## src/bsa_pkg.sv

```systemverilog
// ----------------------------------------------------------------------
// bsa_pkg
// shared types, constants and helper functions of the slot allocator
// ----------------------------------------------------------------------
package bsa_pkg;

   localparam int MAX_SLOTS = 4096;
   localparam int MAX_BATCH = 64;
   localparam int WORD_W    = 64;
   localparam int NWORDS    = MAX_SLOTS / WORD_W;
   localparam int WADDR_W   = $clog2(NWORDS);
   localparam int BITSEL_W  = 6;
   localparam int CAP_W     = 13;
   localparam int SLOT_W    = 12;
   localparam int BATCH_W   = 7;

   localparam logic [CAP_W-1:0] RESET_CAP = CAP_W'((MAX_SLOTS < 4096) ? MAX_SLOTS : 4096);

   // opcodes
   localparam logic [2:0] OP_ALLOC    = 3'd0;
   localparam logic [2:0] OP_RELEASE  = 3'd1;
   localparam logic [2:0] OP_FMT_FREE = 3'd2;
   localparam logic [2:0] OP_FMT_USED = 3'd3;
   localparam logic [2:0] OP_LOAD     = 3'd4;

   // result status codes
   localparam logic [1:0] ST_OK       = 2'd0;
   localparam logic [1:0] ST_NO_SPACE = 2'd1;
   localparam logic [1:0] ST_IS_FREE  = 2'd2;
   localparam logic [1:0] ST_INVALID  = 2'd3;

   // page format in force for entries not written since the last format
   typedef struct packed {
      logic [CAP_W-1:0] cap;
      logic [CAP_W-1:0] prefix;
      logic             all_used;
   } bsa_fmt_type;

   typedef struct packed {
      logic               en;
      logic [WADDR_W-1:0] addr;
      logic [WORD_W-1:0]  data;
   } bsa_wr_type;

   typedef struct packed {
      logic               en;
      logic [WADDR_W-1:0] addr;
      logic               nz;
   } bsa_nz_type;

   // bits of word w that lie below limit
   function automatic logic [WORD_W-1:0] below_mask(logic [WADDR_W-1:0] w,
                                                    logic [CAP_W-1:0] limit);
      logic [CAP_W:0]      base;
      logic [WORD_W-1:0]   m;
      base = (CAP_W+1)'(w) << BITSEL_W;
      if ((base + (CAP_W+1)'(WORD_W)) <= {1'b0, limit}) begin
         m = '1;
      end else if (base >= {1'b0, limit}) begin
         m = '0;
      end else begin
         m = ~({WORD_W{1'b1}} << limit[BITSEL_W-1:0]);
      end
      return m;
   endfunction

   // index of the lowest set bit, zero when none
   function automatic logic [BITSEL_W-1:0] first_set(logic [WORD_W-1:0] v);
      logic [BITSEL_W-1:0] r;
      r = '0;
      for (int i = WORD_W - 1; i >= 0; i--) begin
         if (v[i]) begin
            r = BITSEL_W'(i);
         end
      end
      return r;
   endfunction

endpackage

```

## src/bsa_bitmap_mem.sv

```systemverilog
// ----------------------------------------------------------------------
// bsa_bitmap_mem
// bitmap word memory, one write and one registered read port; entries
// not written since the last format read as the formatted pattern
// ----------------------------------------------------------------------
module bsa_bitmap_mem (
   input  logic                                 clock,
   input  logic                                 reset,
   input  bsa_pkg::bsa_wr_type                  wr,
   input  logic                                 rd_en,
   input  logic [bsa_pkg::WADDR_W-1:0]          rd_addr,
   input  logic                                 clr_en,
   input  bsa_pkg::bsa_fmt_type                 fmt,
   output logic [bsa_pkg::WORD_W-1:0]           rd_data
);

   logic [bsa_pkg::WORD_W-1:0]  mem [bsa_pkg::NWORDS];
   logic [bsa_pkg::NWORDS-1:0]  valid_ff;
   logic [bsa_pkg::NWORDS-1:0]  valid_in;
   logic [bsa_pkg::WORD_W-1:0]  ram_q_ff;
   logic [bsa_pkg::WADDR_W-1:0] raddr_ff;
   logic                        rvalid_ff;
   logic [bsa_pkg::WORD_W-1:0]  dflt_word;

   always_comb begin
      valid_in = valid_ff;
      if (clr_en) begin
         valid_in = '0;
      end else if (wr.en) begin
         valid_in[wr.addr] = 1'b1;
      end
   end

   always_ff @(posedge clock) begin
      if (wr.en) begin
         mem[wr.addr] <= wr.data;
      end
      if (rd_en) begin
         ram_q_ff  <= mem[rd_addr];
         raddr_ff  <= rd_addr;
         rvalid_ff <= valid_ff[rd_addr];
      end
   end

   always_ff @(posedge clock) begin
      if (reset) begin
         valid_ff <= '0;
      end else begin
         valid_ff <= valid_in;
      end
   end

   // pattern an untouched word holds after the last format
   always_comb begin
      if (fmt.all_used) begin
         dflt_word = '0;
      end else begin
         dflt_word = bsa_pkg::below_mask(raddr_ff, fmt.cap)
                   & ~bsa_pkg::below_mask(raddr_ff, fmt.prefix);
      end
   end

   assign rd_data = rvalid_ff ? ram_q_ff : dflt_word;

endmodule

```

## config.mk

```make
export PLATFORM = sky130hd
export DESIGN_NAME = bsa_bitmap_mem
export DESIGN_NICKNAME = d
export VERILOG_FILES = /design/src/bsa_pkg.sv /design/src/bsa_bitmap_mem.sv
export SDC_FILE = /design/constraint.sdc
export NUM_CORES = 2
export LEC_CHECK = 0
export BUFFER_PORTS_ARGS = -buffer_cell sky130_fd_sc_hd__buf_2
export CAP_MARGIN = 15
export CORE_MARGIN = 8
export CORE_UTILIZATION = 50
export DETAILED_ROUTE_END_ITERATION = 8
export HOLD_SLACK_MARGIN = 0.05
export MAX_ROUTING_LAYER = met4
export PLACE_DENSITY_LB_ADDON = 0.1
export SLEW_MARGIN = 5
export SYNTH_ARGS = -nofsm -noshare
export SYNTH_HDL_FRONTEND = slang
export SYNTH_SLANG_ARGS = --single-unit
```

## constraint.sdc

```tcl
create_clock -name clock -period 7.58 [get_ports clock]
set_clock_uncertainty 0.1 [all_clocks]
set_input_delay 0 -clock clock [delete_from_list [all_inputs] [get_ports clock]]
set_output_delay 0 -clock clock [all_outputs]
set_load 0.005 [all_outputs]
```

==> results.sh <==
export IMPL_run_status="completed"
export IMPL_hold_class="input pin to flop"
export IMPL_finalHoldViolations=0
export IMPL_setup_viol=0
export IMPL_clock_latency_ns=0.97
export IMPL_clock_sinks=4231
export IMPL_ir_worst_vdd_v=0.000212
export IMPL_p_leak_uw=0.0573
export IMPL_slew_violations=0
export IMPL_pin_count=172
export IMPL_cpMaxStageDelayCell="a21oi_4"
export IMPL_ctsHoldBuffers=90
export IMPL_r2r_slack_ns=4.84
export IMPL_cp_required_ns=7.48
export IMPL_antenna_found_initial=28
export IMPL_cts_tree="built"
export IMPL_dr_wl_met3_mm=44.3
export IMPL_synthDistinctLibCells=70
export IMPL_ant_nets=0
export IMPL_met1_length_mm=192
export IMPL_io_buffer_count=171
export IMPL_clockRootBuffer="clkbuf_16"
export IMPL_cts_setup_buffers=0
export IMPL_dp_cells=11600
export IMPL_startpoint_type="flop"
export IMPL_fin_setup_tns_ns=0
export IMPL_worst_slack_ns=2.50
export IMPL_arrival_ns=4.98
export IMPL_layout_min_cycle_time_ns=5.08
export IMPL_power_density_mw_per_mm2=268
export IMPL_htreeDepth=5
export IMPL_place_congestion=0.895
export IMPL_wl_met2_mm=229
export IMPL_max_stage_delay_ns=0.86
export IMPL_crit_chain="ha_1 -> nand3_1 -> nor2_1 -> ha_1 -> nand3_1 -> or4_1 -> o211a_2 -> a21oi_4 -> a22o_1 -> buf_2"
export IMPL_core_area_sq_mm=0.323
export IMPL_synth_edf_count=4167
export IMPL_cp_top_family="compound AO/OA/AOI/OAI gates"
export IMPL_cp_num_buf_inv=1
export IMPL_syn_num_nets=7488
export IMPL_clk_pin_slew_ns=0.06
export IMPL_die_area_sq_mm=0.342
export IMPL_fin_crit_sh_pct=67.0
export IMPL_rows=209
export IMPL_end_kind="output port"
export IMPL_final_cell_mix="4167 x edfxtp_1, 962 x mux4_2, 434 x clkbuf_16"
export IMPL_slew_limit_headroom_pct=15.5
export IMPL_crit_path_max_fanout=38
export IMPL_dieWidth_um=585
export IMPL_synth_top_flop_cell="edfxtp_1"
export IMPL_tightest_slew_ns=1.27
export IMPL_clock_path_buffers=4
export IMPL_drt_wl_total_mm=482
export IMPL_yosysWarningCount=0
export IMPL_gr_total_overflow=0
export IMPL_syn_cell_area_sq_mm=0.162
export IMPL_drive_gt1_share_pct=25.3
export IMPL_start_util_pct=50.1
export IMPL_synthArstFlopShare_pct=0
export IMPL_fin_nets=7955
export IMPL_syn_inst=7353
export IMPL_grt_use_total_pct=28.7
export IMPL_synth_seq_area_share_pct=78.2
export IMPL_maxCapViolCount=0
export IMPL_path_class="flop to output port"
export IMPL_first_iter_violations=11900
export IMPL_syn_avg_cell_area_sq_um=22.0
export IMPL_die_height_um=585
export IMPL_syn_to_final_growth_pct=13.5
export IMPL_dp_slack_ns=3.46
export IMPL_vias=83500
export IMPL_drc=0
export IMPL_max_freq_ghz=0.197
export IMPL_final_common_cell="edfxtp_1"
export IMPL_wl_per_cell_um=38.5
export IMPL_ctsResizeCount=0
export IMPL_post_dp_hpwl_mm=254
export IMPL_grt_max_degree=114
export IMPL_rsz0062_at_grt="false"
export IMPL_dr_max_layer_used="met4"
export IMPL_cts_buffers=428
export IMPL_synth_seq_cells=4231
export IMPL_routed_via_density=6.67
export IMPL_drt_pass1_iterations=7
export IMPL_fin_util_pct=56.8
export IMPL_grt_pass1_vias=82500
export IMPL_grt_pass1_wl_mm=665
export IMPL_instances_no_fill=12500
==> flip-flops by register name (all words and copies together), names as in the netlist <==
name and cells:
raddr_ff 6, ram_q_ff 64, rvalid_ff 1, mem 4096, valid_ff 64
==> synth_stat cells, types with 70 or more instances <==
| cell | n | area, sq um |
|---|---|---|
| buf_2 | 124 | 621 |
| nor2_1 | 116 | 435 |
| o21a_1 | 70 | 526 |
| clkbuf_1 | 282 | 1060 |
| a22o_1 | 99 | 867 |
| mux4_2 | 962 | 21700 |
| mux2i_1 | 126 | 1260 |
| o21ai_0 | 146 | 731 |
| o22ai_1 | 82 | 513 |
| nand2_1 | 114 | 428 |
| a22oi_1 | 360 | 2700 |
| nand3_1 | 126 | 631 |
| edfxtp_1 | 4167 | 125000 |
==> final timing paths <==
| check | from | endpoint | cells past startpoint |
|---|---|---|---|
| min reg2reg | valid_ff[63]$_SDFFE_PP0P_ | valid_ff[63]$_SDFFE_PP0P_ | 1 |
| max reg2reg | mem[60][4]$_DFFE_PP_ | ram_q_ff[4]$_DFFE_PP_ | 5 |
| max | raddr_ff[0]$_DFFE_PP_ | rd_data[54] | 10 |
| min | wr[10] | mem[47][10]$_DFFE_PP_ | 2 |
==> power by group <==
part           switching [uW]  internal, uW
Combinational            1640           889
Sequential                154         25900
Clock                    8830         11700
Total                   10600         38500
==> per-layer routing <==
layer / track usage (%) / up-vias
met2: 44.4 / 4519
met1: 40.1 / 45800
met5: - / -
li1: - / 32400
met3: 4.46 / 710
met4: 8.53 / 0
==> kinds of logic (layout without fill, tap and decap cells) <==
family          Yosys count  count (layout)  synth area share, %
flops                  4231            4231                 78.2
mux                    1122            1122                 14.4
compound gates         1000            1000                 4.45
simple gates            502             502                 1.51
buf+inv                 467            1292                 1.21
fa+ha+maj                27              27                0.209
xor+xnor                  4               4               0.0217
other cells               0              21                    0
==> through the flow <==
| step | power [uW] | cell area (sq um) | hold slack (ns) |
|---|---|---|---|
| 6_report | 49100 | 183000 | 0.0977 |
| 5_1_grt | 50300 | 183000 | 0.116 |
| 4_1_cts | 49300 | 183000 | 0.0574 |
| 3_5_place_dp | 29000 | 169000 | 0.348 |
| 3_3_place_gp | 29000 | 169000 | 0.341 |
| 2_1_floorplan | 27800 | 162000 | -0.00113 |
==> area by class of cell <==
cell class | count | area (sq um)
fillers | 23800 | 140000
flip-flops and latches | 4231 | 126000
multi-input cells | 2655 | 33900
clock buffers | 534 | 11300
well taps | 4325 | 5410
repair buffers | 486 | 4120
clock inverters | 254 | 2200
inverters | 18 | 67.6
diodes | 21 | 52.6
Note: power is estimated with default switching activity, not from simulation.
