## config.mk

```make
export PLATFORM = sky130hd
export DESIGN_NAME = bsa_free_index
export DESIGN_NICKNAME = d
export VERILOG_FILES = /design/src/bsa_pkg.sv /design/src/bsa_free_index.sv
export SDC_FILE = /design/constraint.sdc
export NUM_CORES = 1
export LEC_CHECK = 0
export ABC_AREA = 1
export BUFFER_PORTS_ARGS = -buffer_cell sky130_fd_sc_hd__buf_2
export CELL_PAD_IN_SITES_DETAIL_PLACEMENT = 0
export CELL_PAD_IN_SITES_GLOBAL_PLACEMENT = 2
export CORE_MARGIN = 2
export CORE_UTILIZATION = 32
export CTS_CLUSTER_SIZE = 24
export DETAILED_ROUTE_END_ITERATION = 16
export PLACE_DENSITY = 0.81
export SYNTH_ARGS = -nofsm -noshare
export SYNTH_HDL_FRONTEND = slang
export SYNTH_SLANG_ARGS = --single-unit
```

## constraint.sdc

```tcl
create_clock -name clock -period 4.2 [get_ports clock]
set_input_delay 0.63 -clock clock [delete_from_list [all_inputs] [get_ports clock]]
set_output_delay 0.63 -clock clock [all_outputs]
set_load 0.01 [all_outputs]
```

## src/bsa_pkg.sv

```systemverilog
// ----------------------------------------------------------------------
// bsa_pkg
// shared types, constants and helper functions of the slot allocator
// ----------------------------------------------------------------------
package bsa_pkg;

   localparam int MAX_SLOTS = 4096;
   localparam int MAX_BATCH = 64;
   localparam int WORD_W    = 64;
   localparam int NWORDS    = MAX_SLOTS / WORD_W;
   localparam int WADDR_W   = $clog2(NWORDS);
   localparam int BITSEL_W  = 6;
   localparam int CAP_W     = 13;
   localparam int SLOT_W    = 12;
   localparam int BATCH_W   = 7;

   localparam logic [CAP_W-1:0] RESET_CAP = CAP_W'((MAX_SLOTS < 4096) ? MAX_SLOTS : 4096);

   // opcodes
   localparam logic [2:0] OP_ALLOC    = 3'd0;
   localparam logic [2:0] OP_RELEASE  = 3'd1;
   localparam logic [2:0] OP_FMT_FREE = 3'd2;
   localparam logic [2:0] OP_FMT_USED = 3'd3;
   localparam logic [2:0] OP_LOAD     = 3'd4;

   // result status codes
   localparam logic [1:0] ST_OK       = 2'd0;
   localparam logic [1:0] ST_NO_SPACE = 2'd1;
   localparam logic [1:0] ST_IS_FREE  = 2'd2;
   localparam logic [1:0] ST_INVALID  = 2'd3;

   // page format in force for entries not written since the last format
   typedef struct packed {
      logic [CAP_W-1:0] cap;
      logic [CAP_W-1:0] prefix;
      logic             all_used;
   } bsa_fmt_type;

   typedef struct packed {
      logic               en;
      logic [WADDR_W-1:0] addr;
      logic [WORD_W-1:0]  data;
   } bsa_wr_type;

   typedef struct packed {
      logic               en;
      logic [WADDR_W-1:0] addr;
      logic               nz;
   } bsa_nz_type;

   // bits of word w that lie below limit
   function automatic logic [WORD_W-1:0] below_mask(logic [WADDR_W-1:0] w,
                                                    logic [CAP_W-1:0] limit);
      logic [CAP_W:0]      base;
      logic [WORD_W-1:0]   m;
      base = (CAP_W+1)'(w) << BITSEL_W;
      if ((base + (CAP_W+1)'(WORD_W)) <= {1'b0, limit}) begin
         m = '1;
      end else if (base >= {1'b0, limit}) begin
         m = '0;
      end else begin
         m = ~({WORD_W{1'b1}} << limit[BITSEL_W-1:0]);
      end
      return m;
   endfunction

   // index of the lowest set bit, zero when none
   function automatic logic [BITSEL_W-1:0] first_set(logic [WORD_W-1:0] v);
      logic [BITSEL_W-1:0] r;
      r = '0;
      for (int i = WORD_W - 1; i >= 0; i--) begin
         if (v[i]) begin
            r = BITSEL_W'(i);
         end
      end
      return r;
   endfunction

endpackage

```

## src/bsa_free_index.sv

```systemverilog
// ----------------------------------------------------------------------
// bsa_free_index
// one flag per bitmap word telling if it holds a free slot, and the
// lowest such word
// ----------------------------------------------------------------------
module bsa_free_index (
   input  logic                          clock,
   input  logic                          reset,
   input  logic                          fmt_en,
   input  bsa_pkg::bsa_fmt_type          fmt_new,
   input  bsa_pkg::bsa_nz_type           upd,
   output logic [bsa_pkg::WADDR_W-1:0]   first_free
);

   logic [bsa_pkg::NWORDS-1:0] nz_ff;
   logic [bsa_pkg::NWORDS-1:0] nz_in;

   // word w holds a free slot after a format when [prefix, cap) meets it
   function automatic logic [bsa_pkg::NWORDS-1:0] fmt_nz(bsa_pkg::bsa_fmt_type f);
      logic [bsa_pkg::NWORDS-1:0] r;
      logic [bsa_pkg::CAP_W:0]    base;
      for (int w = 0; w < bsa_pkg::NWORDS; w++) begin
         base = (bsa_pkg::CAP_W+1)'(w) << bsa_pkg::BITSEL_W;
         r[w] = !f.all_used
              && (base < {1'b0, f.cap})
              && ({1'b0, f.prefix} < (base + (bsa_pkg::CAP_W+1)'(bsa_pkg::WORD_W)))
              && (f.prefix < f.cap);
      end
      return r;
   endfunction

   always_comb begin
      nz_in = nz_ff;
      if (fmt_en) begin
         nz_in = fmt_nz(fmt_new);
      end else if (upd.en) begin
         nz_in[upd.addr] = upd.nz;
      end
   end

   always_ff @(posedge clock) begin
      if (reset) begin
         nz_ff <= fmt_nz('{cap: bsa_pkg::RESET_CAP, prefix: '0, all_used: 1'b0});
      end else begin
         nz_ff <= nz_in;
      end
   end

   assign first_free = bsa_pkg::first_set(nz_ff);

endmodule

```

==> run summary, run 1 <==
Status -> finished, violations left
Failing checks -> negative setup slack
Width of the chip -> 137 um
Share of layout cells above drive strength 1 -> 12.0%
First-pass DRT Iterations -> 5
Vias in the first global route -> 5957
Die height -> 137 um
Largest register by flop count -> nz_ff
Post-synthesis sequential area ratio -> 22.7%
Fin crit share -> 110%
Dpl cells -> 1238
Mapped Area -> 0.00565 sq mm
GPL Wtd Cong -> 0.911
Rows -> 48
Fillers -> 1988
Starting density of the core -> 32.7%
Post-layout nets -> 1074
Final min period -> 4.63 ns
Max-slew headroom -> 24.1%
PwrDens -> 290 mW/mm^2
Worst path arrival time -> 4.00 ns
Die ar. -> 0.0187 sq mm
Flop2flop setup slack -> 3.40 ns
Worst-path fanout max -> 2
Clk_lat worst skew -> 0.35 ns
CP peak stage delay -> 0.32 ns
Peak Freq -> 216 MHz
Pleak -> 0.00290 uW
Largest register FFs -> 64
Sum of buffers and inverters on the critical path -> 2
CTS buffer count -> 9
Synth Area in Simple Gates -> 28.5%
RSZ-0062 raised after global routing -> yes
Clock Path Buffers -> 2
Setup ws final -> -0.428 ns
Clock Sinks -> 64
Compound-Gate Fraction of Synth Area -> 30.6%
H-tree depth -> 3
Commonest non-fill, non-tap cell in the layout -> nand2_1
Hold/Removal Path Class -> reg2reg
Hold Path Stages -> 2
Critical Path Most Common Cell -> nand2_1
Worst-margin pin slew -> 1.14 ns
GR Overflow Total -> 0
Largest net degree at the start of global routing -> 65
Maxcap violations -> 0
CTS root buf -> clkbuf_16
R2R depth -> 3
Crit path capture type -> primary output
Vias per cell -> 5.35
Setup Fix Bufs, Post-CTS -> 0
Yosys cell types -> 31
Final Hold Fails -> 0
Synth Area in Adders -> 2.66%
#FFs+latches synth -> 64
Gr usage total -> 24.1%
Initial antenna violation count -> 0
Top delay family on crit path -> simple AND/OR/NAND/NOR gates
Post-route ant nets -> 0
Drc violations -> 0
Biggest regs -> nz_ff (64)
Routed WL -> 22.3 mm
Port bufs -> 43
Core Area -> 0.0173 sq mm
Most frequent cells in the layout -> nand2_1, a21oi_1, nor2_1, inv_1, dfxtp_1
WP depth -> 64
Critical path class -> reg2out
Slew Limit Fails -> 0
Async set-reset flop share out of synthesis -> 0%
1st-iter DRT viols -> 524
Peak supply drop -> 0.188 mV
Top Ports -> 44
Syn nets -> 1033
Fin Clk Skew -> 0 ns
Critical Path Start Type -> register
Vias -> 6714
Syn_area_per_cell -> 5.75 sq um
Highest-delay cell along the critical path -> dfxtp_2
Post-synth top flop -> dfxtp_1
Setup violators final -> 1
Non-filler instance count after layout -> 1254
Post-Synth XOR/XNOR Area -> 0%
Final core area utilization -> 37.4%
Mux share of post-synthesis cell area -> 0%
CTS tree -> yes
Post-synth EDFFs -> 0
Global-route wire length before repair -> 33.6 mm
Largest family of logic cells by synthesized area -> compound AO/OA/AOI/OAI gates
Critical path data required time -> 3.57 ns
HPWL Detailed -> 15.9 mm
Worst-path clk slew -> 0.06 ns
Routed wire per std cell -> 17.8 um
Area Overhead vs Synth -> 14.5%
Warnings, synthesis -> 0
N_diodes -> 0
Post-Syn Instances -> 983
repair_timing:
| action | 4_1_cts | 5_1_grt |
|---|---|---|
| setup endpoints to repair | 1 | 2 |
| resized for setup | 0 | 12 |
| hold buffers | 0 | 0 |
| pin swaps | 0 | 7 |
worst min-delay path: stages, from the launching register on:
cell     delay [ns]
dfxtp_1        0.31
inv_1          0.07
o21ai_1        0.06
Yosys cell counts (2+ instances only):
cell / instances / area [sq um]
o22ai_1: 18 / 113
buf_1: 3 / 11.3
nand4_1: 2 / 12.5
a31oi_1: 4 / 25.0
nor2_1: 141 / 529
o211ai_1: 14 / 105
o221ai_1: 28 / 245
ha_1: 12 / 150
o21ai_1: 49 / 245
nand2_1: 226 / 848
inv_2: 27 / 101
clkinv_1: 3 / 11.3
a211oi_1: 2 / 15.0
o21ai_0: 8 / 40.0
nand3_1: 10 / 50.1
inv_1: 122 / 458
clkbuf_1: 24 / 90.1
bufinv_8: 12 / 210
a21oi_1: 171 / 856
o21a_1: 5 / 37.5
nor4_1: 4 / 25.0
dfxtp_1: 64 / 1280
nor3_1: 26 / 130
worst paths after layout:
path,startpoint,to
hold reg to reg,nz_ff[9],nz_ff[9]
setup / recovery,nz_ff[62],first_free[0]
hold / removal,nz_ff[9],nz_ff[9]
setup reg to reg,nz_ff[59],nz_ff[59]
per-layer routing:
metal	up-vias	wire length, um	GRT usage, %
met5	-	0	0
met4	0	537	8.25
met3	31	1620	4.00
met2	249	9570	36.2
met1	3094	10600	34.8
li1	3340	-	-
area by class of cell:
class / count / area (sq um) / share of cell area, %
clock buffers: 10 / 229 / 3.54
well taps: 225 / 282 / 4.35
multi-input cells: 728 / 3510 / 54.3
inverters: 164 / 781 / 12.1
flip-flops and latches: 64 / 1280 / 19.9
repair buffers: 57 / 320 / 4.95
clock inverters: 6 / 60.1 / 0.928
where the power goes:
part           leakage, uW  internal, uW  switching, uW
sequential        0.000537           656           34.1
clock             0.000138           457            313
combinational      0.00222           145            269
total              0.00290          1260            616
metrics by stage:
| stage | setup TNS (ns) | cell area, sq um | setup WS [ns] | power [uW] | hold slack (ns) |
|---|---|---|---|---|---|
| 6_report | -0.428 | 6470 | -0.428 | 1870 | 0.478 |
| 3_5_place_dp | -0.0824 | 6150 | -0.0824 | 1110 | 0.471 |
| 3_3_place_gp | -0.0783 | 6150 | -0.0783 | 1110 | 0.467 |
| 2_1_floorplan | 0 | 5650 | 0.519 | 967 | 0.446 |
| 5_1_grt | -1.11 | 6470 | -1.11 | 1960 | 0.508 |
| 4_1_cts | -0.476 | 6440 | -0.476 | 1880 | 0.480 |
cells by family after synthesis:
family | Yosys count
DFF | 64
adders and majority gates | 12
and+or+nand+nor | 411
buffers and inverters | 191
AOI/OAI and AO/OA | 305
(Power assumes the default switching activity.)
==> run 2: changes to the inputs <==
--- a/config.mk
+++ b/config.mk
@@ -9,7 +9,7 @@
 export BUFFER_PORTS_ARGS = -buffer_cell sky130_fd_sc_hd__buf_2
 export CELL_PAD_IN_SITES_DETAIL_PLACEMENT = 0
 export CELL_PAD_IN_SITES_GLOBAL_PLACEMENT = 2
-export CORE_MARGIN = 2
+export CORE_MARGIN = 4
 export CORE_UTILIZATION = 32
 export CTS_CLUSTER_SIZE = 24
 export DETAILED_ROUTE_END_ITERATION = 16
==> run summary, run 2 (synthesis gave the netlist of run 1 again) <==
Status -> finished, violations left
Failing checks -> negative setup slack
Critical Path Start Type -> register
Clock power frac -> 43.1%
R2R depth -> 3
Hold Path Stages -> 2
Rows -> 48
Initial antenna violation count -> 0
Setup Fix Bufs, Post-CTS -> 0
Fin Clk Skew -> 0 ns
Design Area, Final -> 0.00648 sq mm
Worst-path clk slew -> 0.06 ns
PwrDens -> 299 mW/mm^2
CTS tree -> yes
Core Area -> 0.0173 sq mm
Die height -> 141 um
CTS buffer count -> 9
Area of the multi-input gates -> 0.00351 sq mm
1st-iter DRT viols -> 524
Area Overhead vs Synth -> 14.8%
Clock Sinks -> 64
N_diodes -> 0
Most frequent cells in the layout -> nand2_1, a21oi_1, nor2_1, inv_1, dfxtp_1
Sw Share -> 31.6%
Largest net degree at the start of global routing -> 65
First-pass DRT Iterations -> 5
RSZ-0062 raised after global routing -> yes
Worst r2r dst -> nz_ff[57]
Hold/Removal Path Class -> reg2reg
Slew Limit Fails -> 0
Routed wire per std cell -> 17.7 um
Post-route ant nets -> 0
Biggest regs -> nz_ff (64)
Clk_lat worst skew -> 0.34 ns
GPL Wtd Cong -> 0.897
Final min period -> 4.65 ns
Width of the chip -> 141 um
Global-route wire length before repair -> 34.3 mm
Setup ws final -> -0.452 ns
Highest-delay cell along the critical path -> dfxtp_2
Min-Delay Endpoint -> nz_ff[38]
Register area -> 0.00128 sq mm
HPWL Detailed -> 15.9 mm
Total Neg Setup Slack -> -0.452 ns
Seq pwr share -> 35.6%
Commonest non-fill, non-tap cell in the layout -> nand2_1
Maxcap violations -> 0
Hold path start -> nz_ff[38]
Largest register by flop count -> nz_ff
Fillers -> 1964
Critical path data required time -> 3.57 ns
Max-slew headroom -> 33.1%
Die ar. -> 0.0198 sq mm
Vias in the first global route -> 6182
Peak Freq -> 215 MHz
Critical path class -> reg2out
Worst path arrival time -> 4.02 ns
Share of layout cells above drive strength 1 -> 11.6%
Routed WL -> 22.2 mm
Gr usage total -> 22.4%
Setup violators final -> 1
Flop2flop setup slack -> 3.41 ns
Starting density of the core -> 32.7%
R2R Path Start -> nz_ff[57]
Crit path capture type -> primary output
Vias per cell -> 5.27
Peak supply drop -> 0.188 mV
Post-layout nets -> 1073
Worst-path fanout max -> 2
Total internal power -> 1320 uW
Worst-margin pin slew -> 1.00 ns
Fin crit share -> 111%
CP peak stage delay -> 0.32 ns
CTS root buf -> clkbuf_16
P_sw -> 611 uW
DP Worst Slack -> -0.0781 ns
Clock Path Buffers -> 2
H-tree depth -> 3
Critical Path Most Common Cell -> nand2_1
Port bufs -> 43
Top Ports -> 44
Largest register FFs -> 64
Final Hold Fails -> 0
Combinational power share -> 21.3%
Vias -> 6607
Drc violations -> 0
GR Overflow Total -> 0
Placed inst area -> 0.00614 sq mm
Pleak -> 0.00291 uW
-- run 2: changes by cell type in the layout (fill, tap and decap cells not counted), sizes merged --
cell,change
buf,-1
clkbuf,+4
clkinv,-2
clkinvlp,-2
-- run 2: metrics by stage --
| stage | util (%) | power (uW) | hold WS (ns) | instances |
|---|---|---|---|---|
| floorplan | - | 967 | 0.446 | 983 |
| finish | 37.5 | 1940 | 0.477 | 1253 |
| detailed placement | 35.5 | 1110 | 0.468 | 1237 |
| global route | 37.5 | 2030 | 0.508 | 1253 |
| global placement | 35.5 | 1110 | 0.469 | 1237 |
| CTS | 37.4 | 1940 | 0.480 | 1253 |
-- run 2: worst max-delay path: cells and delay by family, from the launching register on --
family	cells	cell delay (ns)
simple gates	61	3.04
buf+inv	2	0.17
flops	1	0.32
compound gates	1	0.10
-- run 2: how the worst max path moves through the flow --
stage	start	endpoint	depth (start not counted)
2_1_floorplan	nz_ff[61]	first_free[0]	62
3_3_place_gp	nz_ff[62]	first_free[0]	64
3_5_place_dp	nz_ff[63]	first_free[0]	63
4_1_cts	nz_ff[62]	first_free[0]	64
5_1_grt	nz_ff[62]	first_free[0]	64
6_report	nz_ff[62]	first_free[0]	64
-- run 2: metal layers --
metal / wire length (um) / track usage, % / part of all wire, % / vias up
met1: 10600 / 31.1 / 47 / 3055
li1: - / - / - / 3342
met4: 254 / 4.18 / 1.1 / 0
met5: 0 / 0 / 0 / -
met2: 10100 / 36.1 / 45 / 195
met3: 1360 / 4.72 / 6.1 / 15
-- run 2: layout make-up --
class | instances | share of cell area [%]
sequential | 64 | 19.8
inverter | 164 | 12.0
multi-input combinational | 728 | 54.1
clock inverter | 2 | 0.540
tap | 225 | 4.34
timing repair buffer | 56 | 4.82
clock buffer | 14 | 4.38
-- run 2: power by group through the flow --
| stage | clock network, uW | registers (uW) | logic, uW |
|---|---|---|---|
| after global routing | 870 | 695 | 460 |
| after floorplan | 0 | 693 | 274 |
| after detailed placement | 0 | 701 | 407 |
| final | 835 | 689 | 412 |
| after global placement | 0 | 701 | 408 |
| after CTS | 846 | 688 | 409 |
-- run 2: repair_timing --
item,4_1_cts,5_1_grt
pin swaps,0,0
endpoints found under the setup margin,1,2
resized for setup,1,7
hold buffers,0,0
endpoints found under the hold margin,0,0
==> run 3: changes to the inputs <==
--- a/config.mk
+++ b/config.mk
@@ -9,6 +9,7 @@
 export BUFFER_PORTS_ARGS = -buffer_cell sky130_fd_sc_hd__buf_2
 export CELL_PAD_IN_SITES_DETAIL_PLACEMENT = 0
 export CELL_PAD_IN_SITES_GLOBAL_PLACEMENT = 2
+export CORE_ASPECT_RATIO = 0.7
 export CORE_MARGIN = 4
 export CORE_UTILIZATION = 32
 export CTS_CLUSTER_SIZE = 24
==> run summary, run 3 (synthesis gave the netlist of run 1 again) <==
First-pass DRT Iterations -> 6
Hold buffers post-CTS -> 0
Vias per cell -> 5.13
Post-cts gate resize count -> 0
Critical path class -> reg2out
Worst-path fanout max -> 2
Flop2flop setup slack -> 3.43 ns
Setup ws final -> -0.305 ns
Worst-path clk slew -> 0.06 ns
Post-layout nets -> 1072
Largest register by flop count -> nz_ff
CP peak stage delay -> 0.30 ns
Vias in the first global route -> 5888
Routed wire per std cell -> 17.8 um
Die height -> 119 um
CTS root buf -> clkbuf_16
Port bufs -> 43
Rows -> 40
RSZ-0062 raised after global routing -> yes
GR Overflow Total -> 0
Most frequent cells in the layout -> nand2_1, a21oi_1, nor2_1, inv_1, dfxtp_1
Largest net degree at the start of global routing -> 65
Failing checks -> negative setup slack
Pwr Total -> 1810 uW
Highest-delay cell along the critical path -> dfxtp_1
Drc violations -> 0
Sw Share -> 33.7%
Final Hold Fails -> 0
Setup violators final -> 1
Worst-margin pin slew -> 1.19 ns
Fin Clk Skew -> 0 ns
GPL Wtd Cong -> 0.914
Clock power frac -> 39.1%
Combinational power share -> 22.8%
Final core area utilization -> 37.3%
Global-route wire length before repair -> 34.5 mm
Initial antenna violation count -> 0
Slew Limit Fails -> 0
Final min period -> 4.51 ns
Peak supply drop -> 0.142 mV
Clock Sinks -> 64
CTS tree -> yes
Largest register FFs -> 64
Seq pwr share -> 38.2%
Fin crit share -> 107%
Commonest non-fill, non-tap cell in the layout -> nand2_1
Status -> finished, violations left
Setup Fix Bufs, Post-CTS -> 0
Critical path data required time -> 3.57 ns
Routed WL -> 22.4 mm
Worst path arrival time -> 3.88 ns
Hold_ws -> 0.483 ns
Pleak -> 0.00288 uW
Die ar. -> 0.0199 sq mm
Starting density of the core -> 32.8%
Post-route ant nets -> 0
Peak Freq -> 222 MHz
H-tree depth -> 3
HPWL Detailed -> 16.1 mm
PwrDens -> 281 mW/mm^2
Critical Path Most Common Cell -> nand2_1
Gr usage total -> 22.3%
Crit path capture type -> primary output
N_diodes -> 0
Area Overhead vs Synth -> 13.7%
Critical Path Start Type -> register
Share of layout cells above drive strength 1 -> 11.1%
1st-iter DRT viols -> 689
DP Worst Slack -> -0.0302 ns
Hold/Removal Path Class -> reg2reg
Clock Path Buffers -> 2
Biggest regs -> nz_ff (64)
Width of the chip -> 167 um
Max-slew headroom -> 20.3%
Vias -> 6459
Core Area -> 0.0172 sq mm
Total internal power -> 1200 uW
Clk_lat worst skew -> 0.34 ns
CTS buffer count -> 9
P_sw -> 609 uW
Top Ports -> 44
Maxcap violations -> 0
==> run 3: final timing paths <==
path	startpoint	end	cells past startpoint
hold reg to reg	nz_ff[38]	nz_ff[38]	2
hold / removal	nz_ff[38]	nz_ff[38]	2
setup reg to reg	nz_ff[57]	nz_ff[57]	3
setup / recovery	nz_ff[62]	first_free[0]	64
==> run 3: layout make-up <==
cell class                 count  area [sq um]
sequential                    64          1280
fill                        1990         10800
timing repair buffer          55           305
clock buffer                   9           225
tap                          231           289
inverter                     164           781
clock inverter                 7          48.8
multi-input combinational    728          3490
==> run 3: critical path, delay by kind of cell, from the launching register on <==
family | cells | cell delay, ns
AOI/OAI and AO/OA | 1 | 0.10
and+or+nand+nor | 61 | 2.98
buffers and inverters | 2 | 0.17
DFF | 1 | 0.30
==> run 3: power groups by stage <==
stage               clock network, uW  logic [uW]  registers [uW]
floorplan                           0         274             693
detailed placement                  0         405             702
global placement                    0         409             702
CTS                               723         408             689
global route                      747         460             695
finish                            706         411             689
==> run 3: routing by layer <==
metal | up-vias | wire length [um] | track usage, %
met5 | - | 0 | 0
met2 | 198 | 9100 | 32.4
met3 | 33 | 1470 | 4.71
met1 | 2882 | 11400 | 33.4
li1 | 3346 | - | -
met4 | 0 | 402 | 5.21
==> run 3: stage by stage <==
step | instance area (sq um) | cells | TNS, ns
2_1_floorplan | 5650 | 983 | 0
3_3_place_gp | 6150 | 1242 | -0.0104
3_5_place_dp | 6150 | 1242 | -0.0302
4_1_cts | 6420 | 1258 | -0.402
5_1_grt | 6430 | 1258 | -1.13
6_report | 6430 | 1258 | -0.305
